[config.mk]
export PLATFORM = sky130hd
export DESIGN_NAME = chamber_thermostat_with_alarms_top
export DESIGN_NICKNAME = d
export VERILOG_FILES = /design/src/rtl/core/cthm_pkg.sv /design/src/rtl/core/cthm_fifo.sv /design/src/rtl/core/cthm_front.sv /design/src/rtl/core/cthm_back.sv /design/src/rtl/core/chamber_thermostat_with_alarms_top.sv
export VERILOG_INCLUDE_DIRS = /design/src /design/src/rtl/core
export SDC_FILE = /design/constraint.sdc
export NUM_CORES = 1
export LEC_CHECK = 0
export BUFFER_PORTS_ARGS = -buffer_cell sky130_fd_sc_hd__buf_2
export CAP_MARGIN = 20
export CORE_UTILIZATION = 51
export CTS_CLUSTER_DIAMETER = 40
export DETAILED_ROUTE_END_ITERATION = 10
export GPL_ROUTABILITY_DRIVEN = 1
export GPL_TIMING_DRIVEN = 0
export PLACE_DENSITY = 0.71
export RECOVER_POWER = 50
export SLEW_MARGIN = 20
export SYNTH_ARGS = -nofsm -noshare
export SYNTH_HDL_FRONTEND = slang
export SYNTH_SLANG_ARGS = --single-unit
[constraint.sdc]
create_clock -name clock -period 6.7 [get_ports clock]
set_input_delay 0.67 -clock clock [delete_from_list [all_inputs] [get_ports clock]]
set_output_delay 0.67 -clock clock [all_outputs]
set_load 0.05 [all_outputs]
[src/rtl/core/chamber_thermostat_with_alarms_top_assert.svh]
// Assertion macros used by the chamber thermostat back part.
`ifndef CHAMBER_THERMOSTAT_WITH_ALARMS_TOP_ASSERT_SVH
`define CHAMBER_THERMOSTAT_WITH_ALARMS_TOP_ASSERT_SVH
`ifndef NO_ASSERTIONS
// Check a property on every clock edge outside reset.
`define CTHM_ASSERT(lbl, prop, msg) \
   lbl: assert property (@(posedge clock) disable iff (reset) prop) else $error(msg);
// Check a property on every clock edge, reset included.
`define CTHM_ASSERT_ALWAYS(lbl, prop, msg) \
   lbl: assert property (@(posedge clock) prop) else $error(msg);
`else
`define CTHM_ASSERT(lbl, prop, msg)
`define CTHM_ASSERT_ALWAYS(lbl, prop, msg)
`endif
`endif

[src/rtl/core/cthm_pkg.sv]
// Types, constants and register codes of the chamber thermostat.
`default_nettype none
package cthm_pkg;

   localparam int TEMP_W   = 12;
   localparam int OFFS_W   = 9;
   localparam int EDGE_W   = TEMP_W + 1;
   localparam int TIMER_W  = 16;
   localparam int CSR_IDX_W  = 4;
   localparam int CSR_DATA_W = 16;
   localparam int FIFO_DEPTH = 2;
   localparam int FIFO_PTR_W = (FIFO_DEPTH > 1) ? $clog2(FIFO_DEPTH) : 1;
   localparam int FIFO_CNT_W = $clog2(FIFO_DEPTH + 1);

   localparam logic [TIMER_W-1:0]       STUCK_DELAY_TICKS = 16'd600;
   localparam logic signed [TEMP_W-1:0] SENSOR_MIN        = -12'sd500;
   localparam logic signed [TEMP_W-1:0] SENSOR_MAX        = 12'sd1500;

   localparam logic signed [TEMP_W-1:0] SETPOINT_RST   = 12'sd40;
   localparam logic [OFFS_W-1:0]        HEAT_OFFS_RST  = 9'd20;
   localparam logic [OFFS_W-1:0]        COOL_OFFS_RST  = 9'd20;
   localparam logic [OFFS_W-1:0]        BAND_BELOW_RST = 9'd10;
   localparam logic [OFFS_W-1:0]        BAND_ABOVE_RST = 9'd10;
   localparam logic signed [TEMP_W-1:0] HIGH_LIMIT_RST = 12'sd150;
   localparam logic signed [TEMP_W-1:0] LOW_LIMIT_RST  = -12'sd100;
   localparam logic [TIMER_W-1:0]       DELAY_RST      = 16'd60;

   typedef enum logic [CSR_IDX_W-1:0] {
      CSR_SETPOINT    = 4'd0,
      CSR_HEAT_OFFSET = 4'd1,
      CSR_COOL_OFFSET = 4'd2,
      CSR_BAND_BELOW  = 4'd3,
      CSR_BAND_ABOVE  = 4'd4,
      CSR_HIGH_LIMIT  = 4'd5,
      CSR_LOW_LIMIT   = 4'd6,
      CSR_ALARM_DELAY = 4'd7
   } csr_index_type;

   typedef enum logic {
      ITEM_SAMPLE = 1'b0,
      ITEM_TICK   = 1'b1
   } item_kind_type;

   // One classified item: raw sample data plus the config compares.
   typedef struct packed {
      item_kind_type           kind;
      logic signed [TEMP_W-1:0] temperature;
      logic auto_select;
      logic system_on;
      logic mode_bit;
      logic heater_available;
      logic cooler_available;
      logic defrost_active;
      logic below_high_limit;   // t <  high limit
      logic at_or_below_low;    // t <= low limit
      logic out_of_range;       // t outside the sensor range
      logic below_lo_edge;      // t <  sp - band_below
      logic above_hi_edge;      // t >  sp + band_above
      logic at_or_below_heat;   // t <= sp - heat_on_offset
      logic at_or_above_cool;   // t >= sp + cool_on_offset
      logic above_lo_edge;      // t >  sp - band_below
      logic below_hi_edge;      // t <  sp + band_above
   } item_type;

   typedef struct packed {
      logic heat_demand;
      logic cool_demand;
      logic prepare_heating;
      logic prepare_cooling;
      logic aeroheater_on;
      logic high_alarm;
      logic low_alarm;
      logic stuck_alarm;
      logic fault_alarm;
      logic any_alarm;
   } result_type;

endpackage
`default_nettype wire

[src/rtl/core/cthm_fifo.sv]
// Two-entry queue of classified items between the front and back parts.
`default_nettype none
module cthm_fifo
   import cthm_pkg::*;
(
   input  wire logic     clock,
   input  wire logic     reset,
   input  wire logic     push_valid,
   output logic          push_ready,
   input  wire item_type push_data,
   output logic          pop_valid,
   input  wire logic     pop_ready,
   output item_type      pop_data
);

   item_type               entries_ff [FIFO_DEPTH];
   logic [FIFO_PTR_W-1:0]  wr_ptr_ff, wr_ptr_in;
   logic [FIFO_PTR_W-1:0]  rd_ptr_ff, rd_ptr_in;
   logic [FIFO_CNT_W-1:0]  count_ff, count_in;
   logic                   push, pop;

   assign push_ready = (count_ff != FIFO_CNT_W'(FIFO_DEPTH));
   assign pop_valid  = (count_ff != '0);
   assign pop_data   = entries_ff[rd_ptr_ff];
   assign push       = push_valid && push_ready;
   assign pop        = pop_valid && pop_ready;

   always_comb begin
      wr_ptr_in = wr_ptr_ff;
      rd_ptr_in = rd_ptr_ff;
      count_in  = count_ff;
      if (push) begin
         wr_ptr_in = (wr_ptr_ff == FIFO_PTR_W'(FIFO_DEPTH - 1)) ? '0 : wr_ptr_ff + 1'b1;
      end
      if (pop) begin
         rd_ptr_in = (rd_ptr_ff == FIFO_PTR_W'(FIFO_DEPTH - 1)) ? '0 : rd_ptr_ff + 1'b1;
      end
      if (push && !pop) begin
         count_in = count_ff + 1'b1;
      end else if (pop && !push) begin
         count_in = count_ff - 1'b1;
      end
   end

   always_ff @(posedge clock) begin
      if (reset) begin
         wr_ptr_ff <= '0;
         rd_ptr_ff <= '0;
         count_ff  <= '0;
      end else begin
         wr_ptr_ff <= wr_ptr_in;
         rd_ptr_ff <= rd_ptr_in;
         count_ff  <= count_in;
      end
   end

   always_ff @(posedge clock) begin
      if (push) begin
         entries_ff[wr_ptr_ff] <= push_data;
      end
   end

endmodule
`default_nettype wire

[src/rtl/core/cthm_front.sv]
// Front part: configuration registers, input transfer and item classification.
`default_nettype none
module cthm_front
   import cthm_pkg::*;
(
   input  wire logic                    clock,
   input  wire logic                    reset,
   input  wire logic                    csr_valid,
   output logic                         csr_ready,
   input  wire logic [CSR_IDX_W-1:0]    csr_index,
   input  wire logic [CSR_DATA_W-1:0]   csr_data,
   input  wire logic                    req_valid,
   output logic                         req_ready,
   input  wire logic                    req_type,
   input  wire logic signed [TEMP_W-1:0] req_temperature,
   input  wire logic                    req_auto_select,
   input  wire logic                    req_system_on,
   input  wire logic                    req_mode_bit,
   input  wire logic                    req_heater_available,
   input  wire logic                    req_cooler_available,
   input  wire logic                    req_defrost_active,
   output logic                         item_valid,
   input  wire logic                    item_ready,
   output item_type                     item_data,
   output logic [TIMER_W-1:0]           alarm_delay
);

   logic signed [TEMP_W-1:0] setpoint_ff;
   logic [OFFS_W-1:0]        heat_offs_ff, cool_offs_ff, band_below_ff, band_above_ff;
   logic signed [TEMP_W-1:0] high_limit_ff, low_limit_ff;
   logic [TIMER_W-1:0]       delay_ff;

   logic signed [EDGE_W-1:0] t_ext, sp_ext;
   logic signed [EDGE_W-1:0] heat_at, cool_at, lo_edge, hi_edge;

   assign csr_ready   = 1'b1;
   assign alarm_delay = delay_ff;

   always_ff @(posedge clock) begin
      if (reset) begin
         setpoint_ff   <= SETPOINT_RST;
         heat_offs_ff  <= HEAT_OFFS_RST;
         cool_offs_ff  <= COOL_OFFS_RST;
         band_below_ff <= BAND_BELOW_RST;
         band_above_ff <= BAND_ABOVE_RST;
         high_limit_ff <= HIGH_LIMIT_RST;
         low_limit_ff  <= LOW_LIMIT_RST;
         delay_ff      <= DELAY_RST;
      end else if (csr_valid && csr_ready) begin
         case (csr_index_type'(csr_index))
            CSR_SETPOINT:    setpoint_ff   <= csr_data[TEMP_W-1:0];
            CSR_HEAT_OFFSET: heat_offs_ff  <= csr_data[OFFS_W-1:0];
            CSR_COOL_OFFSET: cool_offs_ff  <= csr_data[OFFS_W-1:0];
            CSR_BAND_BELOW:  band_below_ff <= csr_data[OFFS_W-1:0];
            CSR_BAND_ABOVE:  band_above_ff <= csr_data[OFFS_W-1:0];
            CSR_HIGH_LIMIT:  high_limit_ff <= csr_data[TEMP_W-1:0];
            CSR_LOW_LIMIT:   low_limit_ff  <= csr_data[TEMP_W-1:0];
            CSR_ALARM_DELAY: delay_ff      <= csr_data[TIMER_W-1:0];
            default: ;
         endcase
      end
   end

   // Widen by one bit so sp +/- offset never wraps.
   assign t_ext   = EDGE_W'(req_temperature);
   assign sp_ext  = EDGE_W'(setpoint_ff);
   assign heat_at = sp_ext - $signed({1'b0, 3'b000, heat_offs_ff});
   assign cool_at = sp_ext + $signed({1'b0, 3'b000, cool_offs_ff});
   assign lo_edge = sp_ext - $signed({1'b0, 3'b000, band_below_ff});
   assign hi_edge = sp_ext + $signed({1'b0, 3'b000, band_above_ff});

   assign req_ready  = item_ready;
   assign item_valid = req_valid;

   always_comb begin
      item_data.kind             = item_kind_type'(req_type);
      item_data.temperature      = req_temperature;
      item_data.auto_select      = req_auto_select;
      item_data.system_on        = req_system_on;
      item_data.mode_bit         = req_mode_bit;
      item_data.heater_available = req_heater_available;
      item_data.cooler_available = req_cooler_available;
      item_data.defrost_active   = req_defrost_active;
      item_data.below_high_limit = (req_temperature < high_limit_ff);
      item_data.at_or_below_low  = (req_temperature <= low_limit_ff);
      item_data.out_of_range     = (req_temperature < SENSOR_MIN) ||
                                   (req_temperature > SENSOR_MAX);
      item_data.below_lo_edge    = (t_ext < lo_edge);
      item_data.above_hi_edge    = (t_ext > hi_edge);
      item_data.at_or_below_heat = (t_ext <= heat_at);
      item_data.at_or_above_cool = (t_ext >= cool_at);
      item_data.above_lo_edge    = (t_ext > lo_edge);
      item_data.below_hi_edge    = (t_ext < hi_edge);
   end

endmodule
`default_nettype wire

[src/rtl/core/cthm_back.sv]
// Back part: alarm and control state, one item a cycle while results are taken, result register.
`default_nettype none
`include "chamber_thermostat_with_alarms_top_assert.svh"
module cthm_back
   import cthm_pkg::*;
(
   input  wire logic               clock,
   input  wire logic               reset,
   input  wire logic               item_valid,
   output logic                    item_ready,
   input  wire item_type           item_data,
   input  wire logic [TIMER_W-1:0] alarm_delay,
   output logic                    rsp_valid,
   input  wire logic               rsp_ready,
   output result_type              rsp_data
);

   logic                     prev_mode_ff, prev_mode_in;
   logic                     was_on_ff, was_on_in;
   logic                     high_armed_ff, high_armed_in;
   logic                     low_armed_ff, low_armed_in;
   logic [TIMER_W-1:0]       limit_timer_ff, limit_timer_in;
   logic [TIMER_W-1:0]       stuck_timer_ff, stuck_timer_in;
   logic signed [TEMP_W-1:0] last_temp_ff, last_temp_in;
   result_type               latch_ff, latch_in;
   logic                     rsp_valid_ff, rsp_valid_in;
   logic                     advance;

   assign item_ready = !rsp_valid_ff || rsp_ready;
   assign advance    = item_valid && item_ready;
   assign rsp_valid  = rsp_valid_ff;
   assign rsp_data   = latch_ff;

   always_comb begin
      logic changed;
      logic healthy;
      item_type it;
      it             = item_data;
      prev_mode_in   = prev_mode_ff;
      was_on_in      = was_on_ff;
      high_armed_in  = high_armed_ff;
      low_armed_in   = low_armed_ff;
      limit_timer_in = limit_timer_ff;
      stuck_timer_in = stuck_timer_ff;
      last_temp_in   = last_temp_ff;
      latch_in       = latch_ff;
      changed        = (it.mode_bit != prev_mode_ff);
      healthy        = 1'b0;
      case (it.kind)
         ITEM_TICK: begin
            if (limit_timer_ff != '0) limit_timer_in = limit_timer_ff - 1'b1;
            if (stuck_timer_ff != '0) stuck_timer_in = stuck_timer_ff - 1'b1;
         end
         ITEM_SAMPLE: begin
            // Re-arm on a mode change.
            if (changed && !was_on_ff) begin
               high_armed_in = 1'b0;
               low_armed_in  = 1'b0;
            end
            if (changed && !prev_mode_ff) low_armed_in = 1'b0;
            if (changed && prev_mode_ff) high_armed_in = 1'b0;
            was_on_in    = it.system_on;
            prev_mode_in = it.mode_bit;
            if (it.below_high_limit) high_armed_in = 1'b1;
            if (!it.at_or_below_low) low_armed_in = 1'b1;

            // Limit alarms share one timer; the low check sees a reload by the high one.
            latch_in.any_alarm = 1'b0;
            if (!it.defrost_active && high_armed_in) begin
               if (!it.below_high_limit) begin
                  if (limit_timer_in == '0) begin
                     latch_in.high_alarm = 1'b1;
                     latch_in.any_alarm  = 1'b1;
                  end
               end else begin
                  latch_in.high_alarm = 1'b0;
                  limit_timer_in      = alarm_delay;
               end
            end
            if (low_armed_in) begin
               if (it.at_or_below_low) begin
                  if (limit_timer_in == '0) begin
                     latch_in.low_alarm = 1'b1;
                     latch_in.any_alarm = 1'b1;
                  end
               end else begin
                  latch_in.low_alarm = 1'b0;
                  limit_timer_in     = alarm_delay;
               end
            end

            // Stuck sensor.
            if (it.temperature == last_temp_ff) begin
               if (stuck_timer_ff == '0) begin
                  latch_in.stuck_alarm = 1'b1;
                  latch_in.any_alarm   = 1'b1;
               end
            end else begin
               stuck_timer_in       = STUCK_DELAY_TICKS;
               latch_in.stuck_alarm = 1'b0;
            end
            last_temp_in = it.temperature;

            latch_in.fault_alarm = it.out_of_range;
            if (it.out_of_range) latch_in.any_alarm = 1'b1;

            healthy = it.system_on && !latch_in.stuck_alarm && !latch_in.fault_alarm;

            // Equipment requests.
            if (it.auto_select && healthy) begin
               if (it.below_lo_edge) begin
                  latch_in.prepare_cooling = 1'b0;
                  latch_in.prepare_heating = 1'b1;
               end
               if (it.above_hi_edge) begin
                  latch_in.prepare_heating = 1'b0;
                  latch_in.prepare_cooling = 1'b1;
               end
               if (it.at_or_below_heat && it.heater_available)
                  latch_in.heat_demand = 1'b1;
               if (!it.heater_available) latch_in.heat_demand = 1'b0;
               if (it.at_or_above_cool && it.cooler_available)
                  latch_in.cool_demand = 1'b1;
               if (!it.cooler_available) latch_in.cool_demand = 1'b0;
               if (it.above_lo_edge && it.below_hi_edge) begin
                  latch_in.heat_demand = 1'b0;
                  latch_in.cool_demand = 1'b0;
               end
            end else begin
               latch_in.heat_demand     = 1'b0;
               latch_in.cool_demand     = 1'b0;
               latch_in.prepare_heating = 1'b0;
               latch_in.prepare_cooling = 1'b0;
            end

            // Aeroheaters.
            if (healthy) begin
               if (it.at_or_below_heat) latch_in.aeroheater_on = 1'b1;
               if (!it.below_lo_edge) latch_in.aeroheater_on = 1'b0;
            end else begin
               latch_in.aeroheater_on = 1'b0;
            end
         end
         default: ;
      endcase
   end

   always_comb begin
      rsp_valid_in = rsp_valid_ff;
      if (advance) begin
         rsp_valid_in = 1'b1;
      end else if (rsp_ready) begin
         rsp_valid_in = 1'b0;
      end
   end

   always_ff @(posedge clock) begin
      if (reset) begin
         prev_mode_ff   <= 1'b0;
         was_on_ff      <= 1'b0;
         high_armed_ff  <= 1'b0;
         low_armed_ff   <= 1'b0;
         limit_timer_ff <= '0;
         stuck_timer_ff <= '0;
         last_temp_ff   <= '0;
         latch_ff       <= '0;
         rsp_valid_ff   <= 1'b0;
      end else begin
         rsp_valid_ff <= rsp_valid_in;
         if (advance) begin
            prev_mode_ff   <= prev_mode_in;
            was_on_ff      <= was_on_in;
            high_armed_ff  <= high_armed_in;
            low_armed_ff   <= low_armed_in;
            limit_timer_ff <= limit_timer_in;
            stuck_timer_ff <= stuck_timer_in;
            last_temp_ff   <= last_temp_in;
            latch_ff       <= latch_in;
         end
      end
   end

   `CTHM_ASSERT(a_hold_stalled, rsp_valid_ff && !rsp_ready |=> rsp_valid_ff && $stable(latch_ff), "result lost or changed while stalled")
   `CTHM_ASSERT(a_prep_exclusive, !(latch_ff.prepare_heating && latch_ff.prepare_cooling), "both prepare requests set")
   `CTHM_ASSERT(a_unhealthy_off, (latch_ff.stuck_alarm || latch_ff.fault_alarm) |-> !(latch_ff.heat_demand || latch_ff.cool_demand || latch_ff.prepare_heating || latch_ff.prepare_cooling || latch_ff.aeroheater_on), "requests on with a blocking alarm")
   `CTHM_ASSERT(a_tick_keeps_latches, advance && item_data.kind == ITEM_TICK |=> latch_ff == $past(latch_ff), "tick changed a latch")
   `CTHM_ASSERT_ALWAYS(a_reset_idle, reset |=> !rsp_valid_ff, "result pending after reset")

endmodule
`default_nettype wire

[src/rtl/core/chamber_thermostat_with_alarms_top.sv]
// Top level of the chamber thermostat with hysteresis and alarms.
//
// Channels: req_* carries one item per transfer, either a temperature sample
// (req_type 0) or one timer tick (req_type 1). rsp_* returns exactly one
// result per item, in order: the five request latches, the four alarm
// latches and any_alarm of the latest sample. csr_* writes the eight
// configuration registers by index; csr_ready is always high, and writes
// to unknown indexes are dropped.
// Path: a request is written into the queue; as it leaves the queue the
// item updates the state and loads the result register.
// Throughput: one item per cycle while rsp_ready stays high; the back end's
// state feedback and its result register set that figure.
// Stall: while rsp_ready is low the result holds and the two-entry queue
// keeps taking requests; req_ready drops once the queue is full.
// Reset: synchronous, active high; clears all state and latches and loads
// the register reset values. No results are pending afterward.
`default_nettype none
module chamber_thermostat_with_alarms_top
   import cthm_pkg::*;
(
   input  wire logic                     clock,
   input  wire logic                     reset,
   input  wire logic                     csr_valid,
   output logic                          csr_ready,
   input  wire logic [CSR_IDX_W-1:0]     csr_index,
   input  wire logic [CSR_DATA_W-1:0]    csr_data,
   input  wire logic                     req_valid,
   output logic                          req_ready,
   input  wire logic                     req_type,
   input  wire logic signed [TEMP_W-1:0] req_temperature,
   input  wire logic                     req_auto_select,
   input  wire logic                     req_system_on,
   input  wire logic                     req_mode_bit,
   input  wire logic                     req_heater_available,
   input  wire logic                     req_cooler_available,
   input  wire logic                     req_defrost_active,
   output logic                          rsp_valid,
   input  wire logic                     rsp_ready,
   output logic                          rsp_heat_demand,
   output logic                          rsp_cool_demand,
   output logic                          rsp_prepare_heating,
   output logic                          rsp_prepare_cooling,
   output logic                          rsp_aeroheater_on,
   output logic                          rsp_high_alarm,
   output logic                          rsp_low_alarm,
   output logic                          rsp_stuck_alarm,
   output logic                          rsp_fault_alarm,
   output logic                          rsp_any_alarm
);

   // Front to queue.
   logic               front_valid, front_ready;
   item_type           front_item;
   logic [TIMER_W-1:0] alarm_delay;
   // Queue to back.
   logic               back_valid, back_ready;
   item_type           back_item;
   result_type         result;

   // Classify samples against the current configuration.
   cthm_front u_front (
      .clock                (clock),
      .reset                (reset),
      .csr_valid            (csr_valid),
      .csr_ready            (csr_ready),
      .csr_index            (csr_index),
      .csr_data             (csr_data),
      .req_valid            (req_valid),
      .req_ready            (req_ready),
      .req_type             (req_type),
      .req_temperature      (req_temperature),
      .req_auto_select      (req_auto_select),
      .req_system_on        (req_system_on),
      .req_mode_bit         (req_mode_bit),
      .req_heater_available (req_heater_available),
      .req_cooler_available (req_cooler_available),
      .req_defrost_active   (req_defrost_active),
      .item_valid           (front_valid),
      .item_ready           (front_ready),
      .item_data            (front_item),
      .alarm_delay          (alarm_delay)
   );

   // Decouple classification from the state update.
   cthm_fifo u_fifo (
      .clock      (clock),
      .reset      (reset),
      .push_valid (front_valid),
      .push_ready (front_ready),
      .push_data  (front_item),
      .pop_valid  (back_valid),
      .pop_ready  (back_ready),
      .pop_data   (back_item)
   );

   // Advance alarm and control state; hold the result until transfer.
   cthm_back u_back (
      .clock       (clock),
      .reset       (reset),
      .item_valid  (back_valid),
      .item_ready  (back_ready),
      .item_data   (back_item),
      .alarm_delay (alarm_delay),
      .rsp_valid   (rsp_valid),
      .rsp_ready   (rsp_ready),
      .rsp_data    (result)
   );

   assign rsp_heat_demand     = result.heat_demand;
   assign rsp_cool_demand     = result.cool_demand;
   assign rsp_prepare_heating = result.prepare_heating;
   assign rsp_prepare_cooling = result.prepare_cooling;
   assign rsp_aeroheater_on   = result.aeroheater_on;
   assign rsp_high_alarm      = result.high_alarm;
   assign rsp_low_alarm       = result.low_alarm;
   assign rsp_stuck_alarm     = result.stuck_alarm;
   assign rsp_fault_alarm     = result.fault_alarm;
   assign rsp_any_alarm       = result.any_alarm;

endmodule
`default_nettype wire

======== Word-level counts from Yosys, hierarchy flattened ========
Memories as Yosys holds them, arrays and structs flattened. A register that Yosys moved wholly into a read port is not among the register bits.
Cells that the tools add are included.
Widths: inputs -> output; s select.
cells by class
  $add $sub $neg .......................... 10
  $lt $le $gt $ge ......................... 10
  equality and inequality tests ........... 18
  mux-type cells .......................... 55
  bitwise gates (word level) .............. 1
  reductions and logical operators ........ 51
operators with widths
  operator               count
  $mux 16                8
  $pmux 16 s2            2
  $logic_not 16->1       3
  $mux 1                 39
  $reduce_bool 16->1     2
  $sub 16x1->16 const B  2
  $add 12x10->13         2
  $gt 12x13->1           2
  $lt 12x13->1           2
  $sub 12x10->13         2
  $reduce_and 2->1       10
  $eq 4x3->1 const B     4
  $reduce_and 3->1       5
  $logic_and 1x1->1      14
  $ge 12x13->1           1
  $le 12x13->1           1
  $eq 12x12->1           1
  $gt 12x12->1 const B   1
  $le 12x12->1           1
  $lt 12x10->1 const B   1
  $lt 12x12->1           1
  $mux 2                 5
  $ne 2x2->1 const B     5
  $eq 4x2->1 const B     2
  other kinds (15)       29
word-level totals
  register bits after elaboration ......... 151
  bits in writable memories ............... 56
  input port bits ......................... 44
  logic and storage cells ................. 175
  memories kept ........................... 1
memories
  memory             words  bits a word  rd ports  clocked after memory_dff  wr ports  RTL line         text
  u_fifo.entries_ff  2      28           1         1                         1         cthm_fifo.sv:16  item_type entries_ff [FIFO_DEPTH];

======== Longest topological paths before layout ========
Gate-level depths: netlist of the first run.
  depth after elaboration ................. 16
  gate-level depth with buffers ........... 18
  mapped depth without buffers ............ 18

======== Cells and area by module ========
Synthesis of the first run repeated with hierarchy kept, for this count alone.
unflattened totals
  cell total of the unflattened synthesis .. 1385
  area, all modules ....................... 12565.8 um^2
by module, submodules not included
  module      instances  cells an instance  area each (um^2)  seq. area each (um^2)
  cthm_front  1          854                6986.7            1761.7
  cthm_back   1          420                3339.5            1181.1
  cthm_fifo   1          111                2239.6            1781.7

======== Worst setup path after synthesis of the first run ========
OpenSTA, ideal clock, no wires.
  path kind ............................... flip-flop to flip-flop
  from .................................... reg u_front.setpoint_ff[0]
  to ...................................... mem u_fifo.entries_ff[0][1] (netlist bit) (data pin)
  data arrival time ....................... 3031 ps
  data required time ...................... 6436 ps
  setup slack ............................. 3406 ps
  stages on the path, launching flop included .. 19
  path buffers ............................ 0
  period minus slack after synthesis ...... 3294 ps
  cells stage by stage .................... dfxtp_1 > inv_1 > ha_1 > fa_1 > nor2b_1 > o21ai_0 > a21boi_0 > o211ai_1 > nand2_1 > a21oi_1 > xor2_1 > ha_1 > and4_1 > nand3_1 > a21oi_1 > o311ai_0 > a21boi_0 > o22ai_1 > nor2_1
RTL lines
  item                    RTL line          text
  from (decl)             cthm_front.sv:28  logic signed [TEMP_W-1:0] setpoint_ff;
  from (signal assigned)  cthm_front.sv:51  CSR_SETPOINT: setpoint_ff <= csr_data[TEMP_W-1:0];
  to (decl)               cthm_fifo.sv:16

==> summary.md, run 1 <==
| Metric | Value |
|---|---|
| Status | `complete, but fails checks` |
| Violated checks | `capacitance limit, slew limit` |
| CTS tree | `yes` |
| Post-CTS setup buffers | `0` |
| Total power after layout | `between 4000 and 5000 uW` |
| Die Width | `around 160 um` |
| Hold Path Sink | `u_fifo.entries_ff[0][11]$_DFFE_PP_` |
| Worst-path maximum fanout | `6` |
| P&R area growth vs syn | `12.98%` |
| Buffer levels on the longest clock path | `3` |
| Maxcap violations | `1` |
| Proportion of synthesized flip-flops having asynchronous set or reset | `0` |
| Inserted Clock Buffers | `28` |
| Post-cts sizing count | `0` |
| Critical path arrival | `roughly 4300 ps` |
| Number of DRC markers in iteration 0 | `between 600 and 700` |
| Routed wire per std cell | `about 19 um` |
| Highest cell delay on the worst timing path | `between 500 and 600 ps` |
| CP endpoint kind | `flop` |
| Number of storage elements in the synthesis netlist | `between 200 and 250` |
| Number of cell instances on the worst register-to-register path | `17` |
| Combined global-route utilization of all metal layers | `0.2739` |
| Final net count | `about 1600` |
| Via count of the first global-routing pass | `roughly 9600` |
| Period utilisation layout | `0.6018` |
| Area of the mapped netlist | `about 12000 um2` |
| Share of the synthesized area in the top cell type | `0.2548` |
| Skew final | `~11 ps` |
| Maximum number of pins on one net before global-route repair | `29` |
| Hold-fix buffers at CTS | `0` |
| Placed wire-length estimate after detailed placement | `~23000 um` |
| Per-instance average area after synthesis | `just under 9 um2` |
| Final Max Slew Viols | `26` |
| Die footprint | `24040 um2` |
| Register-to-register setup slack | `roughly 2700 ps` |
| Startpoint of the lowest-slack hold path | `req_heater_available` |
| Maximum level of the CTS H-tree | `1` |
| Post-synth cell types | `76` |
| Row cnt | `55` |
| GR Overflow Total | `0` |
| Number of top-level pins | `57` |
| Initial antenna violation count | `0` |
| Register Area | `approximately 4700 um2` |
| Area used by multi-input combinational logic | `6654 um2` |
| Remaining number of nets flagged by the antenna check after routing | `0` |
| Kind of start point of the critical path | `flop` |
| Initial core utilization | `0.5244` |
| Crit path required time | `roughly 7000 ps` |
| Startpoint of the most critical register-to-register path | `u_front.setpoint_ff[1]$_SDFFE_PP0P_` |
| Clock transition time at the flip-flop clock pins of the worst setup and hold paths | `60 ps` |
| Highest achievable clock rate | `about 250 MHz` |
| Antenna Cells | `0` |
| Gp weighted congestion | `around 0.93` |
| Leakage power | `approximately 0.0055 uW` |
| Cells after synthesis | `~1300` |
| Critical Setup Path Class | `reg -> reg` |
| Total negative slack | `0 ps` |
| Cell-by-cell trace of the critical path | `inv_1, fa_1, nor2b_1, o21ai_0, a21boi_0, o211ai_1, nand2_1, a21oi_1, xor2_1, ha_1, and4_1, nand3_1, a21oi_1, o311ai_0, a21boi_0, o22ai_1, nor2_1` |
| Clk sinks | `208` |
| Post-layout worst setup margin | `approximately 2700 ps` |
| Endpoint of the lowest-slack register-to-register path | `u_fifo.entries_ff[1][1]$_DFFE_PP_` |
| Power per Cell Area | `between 300 and 400 nW/um2` |
| Vertical die dimension | `~160 um` |
| Pre-Repair DR Iteration Count | `5` |
| Library cell with the highest instance count after synthesis | `sky130_fd_sc_hd__nand2_1` |
| Number of flops mapped to enable cells by yosys | `56` |
| Drt drc | `0` |
| Tightest Hold Check Type | `in -> reg` |
| Net Count, Synth | `around 1500` |
| Unrepaired setup endpoints after global routing | `no` |
| Commonest cells in the synthesized netlist | `166 x sky130_fd_sc_hd__nand2_1, 152 x sky130_fd_sc_hd__dfxtp_1, 129 x sky130_fd_sc_hd__nor2_1` |
| Post-place setup slack | `~2700 ps` |
| Total length of routed wires | `around 32000 um` |
| Avg Vias per Cell | `5.705` |
| First-pass GRT wire length | `a little over 50000 um` |
| Peak supply drop | `approximately 0.2 mV` |
| Setup violations, final | `0` |
| Share of layout cells above drive strength 1 | `0.06923` |
| Total via count in the routed design | `approximately 10000` |
| Number of fillers in the final layout | `2024` |
| Final hold violation count | `0` |
| Core region area | `22780 um2` |
| Worst slew margin relative to its limit | `-0.01160` |
| Yosys top cell by area | `sky130_fd_sc_hd__dfxtp_1` |
| Worst-skew pair later-pin latency | `between 500 and 600 ps` |
| Synth top area cells | `sky130_fd_sc_hd__dfxtp_1 25%, sky130_fd_sc_hd__edfxtp_1 14%, sky130_fd_sc_hd__ha_1 12%, sky130_fd_sc_hd__nand2_1 5.2%, sky130_fd_sc_hd__a21oi_1 4.2%` |
| Quantity of I/O buffers inserted on ports | `44` |
| Worst Hold Path Cells | `1` |
| Yosys warns | `0` |
| Clock tree root driver cell | `sky130_fd_sc_hd__clkbuf_16` |
| Max stage delay cell, worst path | `sky130_fd_sc_hd__dfxtp_1` |
| Crit path time final | `4032 ps` |
| Transition time of the tightest slew-check pin | `1517 ps` |
| Sequential area share after synthesis | `0.3956` |
| Primary FF master, synth | `sky130_fd_sc_hd__dfxtp_1` |
-- worst max path at each step --
| stage | start | to | slack [ps] |
|---|---|---|---|
| final | u_front.setpoint_ff[1]$_SDFFE_PP0P_ | u_fifo.entries_ff[1][1]$_DFFE_PP_ | 2670 |
| after global routing | u_front.setpoint_ff[1]$_SDFFE_PP0P_ | u_fifo.entries_ff[1][1]$_DFFE_PP_ | 2330 |
| after CTS | u_front.setpoint_ff[1]$_SDFFE_PP0P_ | u_fifo.entries_ff[1][1]$_DFFE_PP_ | 2700 |
| after detailed placement | u_front.setpoint_ff[1]$_SDFFE_PP0P_ | u_fifo.entries_ff[0][1]$_DFFE_PP_ | 2750 |
| after global placement | u_front.setpoint_ff[1]$_SDFFE_PP0P_ | u_fifo.entries_ff[0][1]$_DFFE_PP_ | 2740 |
| after floorplan | u_front.setpoint_ff[0]$_SDFFE_PP0P_ | u_fifo.entries_ff[0][1]$_DFFE_PP_ | 3410 |
-- state kept, by name (all words and copies together), names as in the netlist, 10 cells and up, named ones only --
name / flops
u_fifo.entries_ff: 56
u_back.limit_timer_ff: 16
u_back.stuck_timer_ff: 16
u_front.alarm_delay: 16
u_back.last_temp_ff: 12
u_front.high_limit_ff: 12
u_front.low_limit_ff: 12
u_front.setpoint_ff: 12
u_back.rsp_data: 10
-- stage by stage --
stage	instance area [um2]	instances	util	hold slack [ps]
after floorplan	11940	1334	-	436.3
after global placement	12560	1691	0.5512	444.4
after detailed placement	12590	1692	0.5527	448.2
after CTS	13550	1743	0.5948	318.5
after global routing	13490	1743	0.5924	316.4
final	13490	1743	0.5924	326.7
-- metal layers --
metal / global-route usage / vias to the layer above / routed length, um
li1: - / 4881 / -
met1: 0.3468 / 4722 / 13850
met2: 0.4803 / 270 / 15840
met3: 0.03008 / 71 / 1569
met4: 0.1014 / 0 / 1176
met5: 0 / - / 0
-- layout by cell type, fill, tap and decap left out, types with 5 or more instances in the layout --
cell type / instances
sky130_fd_sc_hd__a211oi_1: 24
sky130_fd_sc_hd__a21o_1: 14
sky130_fd_sc_hd__a21oi_1: 100
sky130_fd_sc_hd__a22oi_1: 5
sky130_fd_sc_hd__a31oi_1: 9
sky130_fd_sc_hd__buf_2: 25
sky130_fd_sc_hd__clkbuf_1: 72
sky130_fd_sc_hd__clkbuf_16: 29
sky130_fd_sc_hd__dfxtp_1: 152
sky130_fd_sc_hd__edfxtp_1: 56
sky130_fd_sc_hd__ha_1: 116
sky130_fd_sc_hd__inv_1: 74
sky130_fd_sc_hd__mux2_2: 5
sky130_fd_sc_hd__mux2i_1: 49
sky130_fd_sc_hd__nand2_1: 166
sky130_fd_sc_hd__nand2b_1: 18
sky130_fd_sc_hd__nand3_1: 33
sky130_fd_sc_hd__nand3b_1: 5
sky130_fd_sc_hd__nand4_1: 15
sky130_fd_sc_hd__nor2_1: 129
sky130_fd_sc_hd__nor2b_1: 23
sky130_fd_sc_hd__nor3_1: 31
sky130_fd_sc_hd__nor3b_1: 5
sky130_fd_sc_hd__nor4_1: 11
sky130_fd_sc_hd__o211ai_1: 20
sky130_fd_sc_hd__o21a_1: 9
sky130_fd_sc_hd__o21ai_0: 44
sky130_fd_sc_hd__o22ai_1: 5
sky130_fd_sc_hd__or3_1: 9
sky130_fd_sc_hd__xnor2_1: 21
sky130_fd_sc_hd__xor2_1: 48
-- layout make-up --
cell class / count / area share
Buffer: 59 / 0.02133
Clock buffer: 35 / 0.05619
Clock inverter: 16 / 0.01493
Inverter: 74 / 0.02058
Multi-Input combinational cell: 993 / 0.4931
Sequential cell: 208 / 0.3501
Tap cell: 313 / 0.02902
Timing Repair Buffer: 45 / 0.01474
-- critical path, delay by kind of cell, from the launching register on --
family	cells	cell delay, ps
flip-flops	1	510
buffers and inverters	1	240
XOR/XNOR	1	140
adder cells (fa/ha/maj)	2	750
AO/OA/AOI/OAI	8	1450
AND/OR/NAND/NOR	5	670
-- where the power goes --
part | switching [uW] | internal (uW)
Sequential | 148 | 1510
Clock | 570 | 960
Combinational | 1030 | 630
-- kinds of logic (layout without fill, tap and decap cells) --
kind of cell             after synthesis  in the layout  synth area share
AND/OR/NAND/NOR                      473            473            0.1848
AO/OA/AOI/OAI                        275            275            0.1462
flip-flops                           208            208            0.3956
buffers and inverters                133            229           0.04735
adder cells (fa/ha/maj)              120            120            0.1282
XOR/XNOR                              69             69           0.05060
multiplexers                          55             55           0.04693
other                                  1              1         0.0003140
Note: power is estimated with default switching activity, not from simulation.
==> run 2, diff against run 1 <==
Settings changed: PLACE_DENSITY 0.71 to 0.74.
Clock period 6.7 ns to 3.5 ns, I/O delays scaled along.
==> run 2 against run 1 <==
  * The run now ends clean
  * Core utilization increased by 2.5 points
  * Fmax rose by 19%
  * Register-to-register slack got worse by 2600 ps
  * Sequential cell count stayed put
  * Clock skew increased by 15 ps
  * Final cell count is 1.6% higher
  * Critical endpoint is now u_fifo.entries_ff[0][3]$_DFFE_PP_
  * Largest power group is now combinational logic
==> summary.md, run 2 (same netlist as run 1, synthesis figures left out) <==
| Metric | Value |
|---|---|
| Final standard cell utilization of the core | `0.6175` |
| Skew final | `about 27 ps` |
| Clock transition time at the flip-flop clock pins of the worst setup and hold paths | `60 ps` |
| P&R area growth vs syn | `17.77%` |
| Initial antenna violation count | `0` |
| Post-place setup slack | `-534.7 ps` |
| GR Overflow Total | `0` |
| Tightest Hold Check Type | `in -> reg` |
| Max reg flops | `56` |
| Placed wire-length estimate after detailed placement | `around 23000 um` |
| Crit path launch | `u_front.setpoint_ff[1]$_SDFFE_PP0P_` |
| Power per Cell Area | `a little under 700 nW/um2` |
| Top library cells by usage in the layout, fill and taps aside | `165 x sky130_fd_sc_hd__nand2_1, 148 x sky130_fd_sc_hd__dfxtp_1, 128 x sky130_fd_sc_hd__nor2_1` |
| Peak supply drop | `roughly 0.46 mV` |
| Critical Setup Path Class | `reg -> reg` |
| Placed cell count | `about 1700` |
| Total length of routed wires | `32640 um` |
| CTS tree | `yes` |
| Number of cell instances on the worst register-to-register path | `14` |
| Combined global-route utilization of all metal layers | `0.2696` |
| Vertical die dimension | `~160 um` |
| Setup violations, final | `0` |
| Clock tree root driver cell | `sky130_fd_sc_hd__clkbuf_16` |
| Drt drc | `0` |
| Cell-by-cell trace of the critical path | `buf_4, ha_1, nor2b_1, o21ai_0, nand2b_1, a221oi_2, o41ai_2, a2111oi_1, xnor2_1, ha_1, nor2_1, nand2_2, o22ai_1, or3_4` |
| Number of DRC markers in iteration 0 | `664` |
| First-pass GRT wire length | `50750 um` |
| Number of fillers in the final layout | `between 1500 and 2000` |
| Remaining number of nets flagged by the antenna check after routing | `0` |
| Post-layout worst setup margin | `between 100 and 150 ps` |
| Die Width | `155.0 um` |
| Core region area | `22780 um2` |
| Non-filler cells, final | `~1800` |
| Final net count | `around 1600` |
| Status | `finished, final reports clean` |
| Period utilisation layout | `0.9695` |
| Die footprint | `between 20000 and 25000 um2` |
| Maximum level of the CTS H-tree | `1` |
| Endpoint of the lowest-slack register-to-register path | `u_fifo.entries_ff[0][3]$_DFFE_PP_` |
| Cell repeated most along the worst path | `sky130_fd_sc_hd__ha_1` |
| Crit path time final | `approximately 3400 ps` |
| Row cnt | `55` |
| Worst slew margin relative to its limit | `0.4119` |
| Quantity of I/O buffers inserted on ports | `44` |
| Clk sinks | `approximately 210` |
| Final Max Slew Viols | `0` |
| Total via count in the routed design | `around 10000` |
| Worst-skew pair later-pin latency | `570 ps` |
| Number of top-level pins | `between 50 and 60` |
| Maximum number of pins on one net before global-route repair | `29` |
| Maxcap violations | `0` |
| Share of layout cells above drive strength 1 | `0.1296` |
| Crit path required time | `roughly 3800 ps` |
| Reg with most FFs | `u_fifo.entries_ff` |
| Startpoint of the most critical register-to-register path | `u_front.setpoint_ff[1]$_SDFFE_PP0P_` |
| Inserted Clock Buffers | `30` |
| Critical path capture point | `u_fifo.entries_ff[0][3]$_DFFE_PP_` |
| Final hold violation count | `0` |
| Initial core utilization | `0.5244` |
| Leakage power | `~0.0057 uW` |
| Highest cell delay on the worst timing path | `470 ps` |
| Unrepaired setup endpoints after global routing | `yes` |
| Worst-path maximum fanout | `4` |
| Area used by multi-input combinational logic | `6883 um2` |
| Via count of the first global-routing pass | `approximately 9800` |
| Max stage delay cell, worst path | `sky130_fd_sc_hd__a2111oi_1` |
| Register-to-register setup slack | `approximately 110 ps` |
| Antenna Cells | `0` |
| Register Area | `approximately 4700 um2` |
| Critical path arrival | `around 3700 ps` |
| Kind of start point of the critical path | `flop` |
| Total negative slack | `0 ps` |
| Gp weighted congestion | `between 0.9 and 1` |
| Routed wire per std cell | `approximately 18 um` |
| Commonest non-fill, non-tap cell in the layout | `sky130_fd_sc_hd__nand2_1` |
| Highest achievable clock rate | `slightly below 300 MHz` |
| Buffer levels on the longest clock path | `3` |
| Transition time of the tightest slew-check pin | `between 800 and 900 ps` |
| CP endpoint kind | `flop` |
| Pre-Repair DR Iteration Count | `5` |
| Avg Vias per Cell | `a little under 6` |
## run 2: changes by cell type in the layout (fill, tap and decap cells not counted), moves of 7 or more
cell | before | now
sky130_fd_sc_hd__a21oi_2 | 0 | 7
sky130_fd_sc_hd__buf_4 | 2 | 18
sky130_fd_sc_hd__buf_2 | 25 | 39
sky130_fd_sc_hd__dlygate4sd3_1 | 0 | 7
sky130_fd_sc_hd__a21oi_1 | 100 | 93
sky130_fd_sc_hd__clkbuf_1 | 72 | 50
## run 2: where the power goes
| group | internal [uW] | switching, uW |
|---|---|---|
| combinational | 1260 | 2030 |
| sequential | 2890 | 288 |
| clock | 1870 | 1240 |
## run 2: timing repair
action / in CTS / in global routing
endpoints found under the hold margin: 14 / 0
buffers inserted: 7 / 9
hold buffers: 7 / 0
pin swaps: 11 / 32
endpoints found under the setup margin: 12 / 12
gates resized for setup: 24 / 41
## run 2: through the flow
step           hold slack, ps  total power (uW)  area (um2)
2_1_floorplan           436.3              5596       11940
3_3_place_gp            444.5              6274       12560
6_report                23.82              9578       14070
4_1_cts                 10.43              9547       13840
5_1_grt                 32.37             10090       14070
3_5_place_dp            449.8              6387       12590
## run 2: worst min path at each step
stage                                     startpoint                                     to  slack (ps)  cells past startpoint
2_1_floorplan  u_front.band_below_ff[2]$_SDFFE_PP0P_  u_front.band_below_ff[2]$_SDFFE_PP0P_         440                      2
3_3_place_gp   u_front.band_below_ff[6]$_SDFFE_PP0P_  u_front.band_below_ff[6]$_SDFFE_PP0P_         440                      2
3_5_place_dp   u_front.band_below_ff[8]$_SDFFE_PP0P_  u_front.band_below_ff[8]$_SDFFE_PP0P_         450                      2
4_1_cts                                 csr_data[13]   u_front.alarm_delay[13]$_SDFFE_PP0P_          10                      3
5_1_grt                                 csr_data[12]   u_front.alarm_delay[12]$_SDFFE_PP0P_          30                      3
6_report                                csr_data[13]   u_front.alarm_delay[13]$_SDFFE_PP0P_          20                      3
## run 2: cell type report
type                            count  share of cell area
Buffer                             59             0.02046
Clock buffer                       34             0.05755
Clock inverter                     22             0.01815
Inverter                           74             0.02001
Multi-Input combinational cell    993              0.4893
Sequential cell                   208              0.3366
Tap cell                          313             0.02784
Timing Repair Buffer               68             0.03007
## run 2: critical path, delay by kind of cell, from the launching register on
kind	cells	cell delay [ps]
AND/OR/NAND/NOR	5	820
flip-flops	1	360
adder cells (fa/ha/maj)	2	440
buffers and inverters	1	150
AO/OA/AOI/OAI	5	1170
XOR/XNOR	1	180
## run 2: layer usage
| layer | track usage | share of wire |
|---|---|---|
| met4 | 0.1132 | 0.043 |
| met3 | 0.03008 | 0.053 |
| met2 | 0.4792 | 0.49 |
| met5 | 0 | 0 |
| met1 | 0.3306 | 0.41 |
==> run 3, diff against run 2 <==
Settings changed: BUFFER_PORTS_ARGS -buffer_cell sky130_fd_sc_hd__buf_2 to -buffer_cell sky130_fd_sc_hd__clkbuf_2.
==> run 3 against run 2 <==
  * The flow now finishes with violations (capacitance limit, slew limit, setup timing)
  * Critical endpoint unchanged
  * Largest power group unchanged
  * Setup slack got worse by 170 ps
  * Cell area decreased by 1.6%
  * Die area stayed put
  * Sequential cell count unchanged
  * Global-route usage barely moved
  * Count of clock-buffer cells in the layout shrank 2
  * Fmax decreased by 4.7%
  * Sequential share of layout area is 0.54 points higher
  * Critical path depth grew 1
  * Combinational power is essentially flat
  * Sequential power barely moved
==> summary.md, run 3 (same netlist as run 1, synthesis figures left out) <==
| Metric | Value |
|---|---|
| Status | `complete, but fails checks` |
| Violated checks | `capacitance limit, slew limit, setup timing` |
| Met2 demand-to-capacity share in global routing | `0.4801` |
| Antenna Cells | `0` |
| Number of top-level pins | `57` |
| Skew final | `about 19 ps` |
| Gp weighted congestion | `between 0.9 and 1` |
| Met3 track demand over resource in global routing | `0.03092` |
| Leakage power | `between 0.005 and 0.006 uW` |
| Inserted Clock Buffers | `28` |
| Unrepaired setup endpoints after global routing | `yes` |
| Max stage delay cell, worst path | `sky130_fd_sc_hd__dfxtp_4` |
| Crit path time final | `around 3600 ps` |
| Max reg flops | `56` |
| Total length of routed wires | `32820 um` |
| GR Overflow Total | `0` |
| Clock group share of total power | `0.296` |
| Placed Instance Area | `roughly 13000 um2` |
| Crit path required time | `between 3000 and 4000 ps` |
| Commonest non-fill, non-tap cell in the layout | `sky130_fd_sc_hd__nand2_1` |
| Maximum number of pins on one net before global-route repair | `29` |
| Tightest Hold Check Type | `in -> reg` |
| Row cnt | `between 50 and 60` |
| Grt peak-use layer | `met2` |
| Final hold violation count | `0` |
| Post-place setup slack | `-499.7 ps` |
| Power per Cell Area | `660.2 nW/um2` |
| Drt drc | `0` |
| Buffer levels on the longest clock path | `3` |
| Relative contribution of sequential cells to total power | `0.347` |
| Top library cells by usage in the layout, fill and taps aside | `166 x sky130_fd_sc_hd__nand2_1, 147 x sky130_fd_sc_hd__dfxtp_1, 128 x sky130_fd_sc_hd__nor2_1` |
| Worst slew margin relative to its limit | `-0.01442` |
| Final Max Slew Viols | `26` |
| Number of DRC markers in iteration 0 | `760` |
| Reg with most FFs | `u_fifo.entries_ff` |
| Post-layout worst setup margin | `-61.76 ps` |
| Combined global-route utilization of all metal layers | `0.2694` |
| First-pass GRT wire length | `roughly 50000 um` |
| Number of fillers in the final layout | `around 2000` |
| CTS tree | `yes` |
| Die footprint | `~24000 um2` |
| P&R area growth vs syn | `15.93%` |
| Avg Vias per Cell | `~5.8` |
| Clk sinks | `208` |
| Share of layout cells above drive strength 1 | `0.1164` |
| Transition time of the tightest slew-check pin | `approximately 1500 ps` |
| Maxcap violations | `1` |
| Die Width | `between 150 and 200 um` |
| Cell type group with the largest total delay on the critical path | `compound AO/OA/AOI/OAI gates` |
| Initial antenna violation count | `0` |
| Total negative slack | `-123.5 ps` |
| Number of buffer and inverter instances along the worst setup path | `2` |
| Via count of the first global-routing pass | `9919` |
| Highest cell delay on the worst timing path | `between 300 and 400 ps` |
| Total via count in the routed design | `~10000` |
| Routed wire per std cell | `18.59 um` |
| Kind of start point of the critical path | `flop` |
| Cell-by-cell trace of the critical path | `clkinvlp_4, buf_6, fa_2, nor2b_2, o21ai_2, a21oi_2, o21ai_2, a221oi_2, a211oi_2, xnor2_1, ha_1, nand4_1, a21oi_2, a2111oi_4, or3_4` |
| Period utilisation layout | `1.018` |
| Vertical die dimension | `155.0 um` |
| Worst-path maximum fanout | `4` |
| Core region area | `around 23000 um2` |
| Quantity of I/O buffers inserted on ports | `44` |
| Global-route met1 utilization | `0.3248` |
| Maximum level of the CTS H-tree | `1` |
| Critical Setup Path Class | `reg -> reg` |
| Placed wire-length estimate after detailed placement | `roughly 24000 um` |
| Final standard cell area without fillers | `about 14000 um2` |
| Gate power share | `0.357` |
| CP endpoint kind | `flop` |
| Pint | `between 5000 and 6000 uW` |
| Setup violations, final | `2` |
| Net switching power | `~3400 uW` |
| Initial core utilization | `0.5244` |
| Worst-skew pair later-pin latency | `~550 ps` |
| Final standard cell utilization of the core | `0.6079` |
| Pre-Repair DR Iteration Count | `5` |
| Final net count | `around 1600` |
| Critical path arrival | `approximately 3800 ps` |
| Clock tree root driver cell | `sky130_fd_sc_hd__clkbuf_16` |
| Highest achievable clock rate | `approximately 280 MHz` |
| Peak supply drop | `between 0.4 and 0.5 mV` |
| Switching part of the total power | `0.3740` |
| Remaining number of nets flagged by the antenna check after routing | `0` |
| Clock transition time at the flip-flop clock pins of the worst setup and hold paths | `60 ps` |
run 3: area by class of cell:
cell class | instances | area [um2] | area share
timing repair buffer | 67 | 384.1 | 0.02774
sequential | 208 | 4736 | 0.3420
multi-input combinational | 993 | 6865 | 0.4958
buffer | 59 | 287.8 | 0.02078
clock buffer | 32 | 725.7 | 0.05241
tap | 313 | 391.6 | 0.02828
clock inverter | 19 | 175.2 | 0.01265
inverter | 74 | 281.5 | 0.02033
run 3: timing repair:
action                                 4_1_cts  5_1_grt
endpoints found under the hold margin       10        0
buffers inserted                             6       11
resized for setup                           24       47
setup endpoints to repair                   12       12
hold buffers                                 5        0
pin swaps                                   13       38
run 3: power groups by stage:
stage	sequential (uW)	clock, uW	combinational, uW
after detailed placement	3210	0	3180
after global routing	3220	2840	3580
after global placement	3200	0	3070
after CTS	3170	2740	3220
after floorplan	3240	0	2350
final	3170	2710	3260
run 3: tightest hold or removal path: cells and delay by family:
| family | cells | cell delay (ps) |
|---|---|---|
| simple gates | 1 | 50 |
| compound gates | 1 | 50 |
| buf+inv | 1 | 80 |
run 3: metrics by stage:
stage               std cells  hold WS (ps)  total power (uW)
detailed placement       1692         457.1              6391
global placement         1691         444.4              6276
floorplan                1334         436.3              5596
CTS                      1754         2.199              9124
finish                   1765         29.02              9142
global route             1765         38.33              9637
run 3: layer usage:
| metal | vias up | part of all wire | routed length [um] |
|---|---|---|---|
| met2 | 382 | 0.49 | 16080 |
| li1 | 4933 | - | - |
| met1 | 4842 | 0.40 | 13180 |
| met3 | 98 | 0.062 | 2036 |
| met4 | 0 | 0.046 | 1518 |
| met5 | - | 0 | 0 |
run 3: worst paths after layout:
kind / cells past startpoint / slack [ps] / endpoint / from
setup reg to reg: 15 / -60 / u_fifo.entries_ff[0][3]$_DFFE_PP_ / u_front.setpoint_ff[1]$_SDFFE_PP0P_
hold reg to reg: 2 / 460 / u_front.band_below_ff[6]$_SDFFE_PP0P_ / u_front.band_below_ff[6]$_SDFFE_PP0P_
setup / recovery: 15 / -60 / u_fifo.entries_ff[0][3]$_DFFE_PP_ / u_front.setpoint_ff[1]$_SDFFE_PP0P_
hold / removal: 3 / 30 / u_front.alarm_delay[12]$_SDFFE_PP0P_ / csr_data[12]
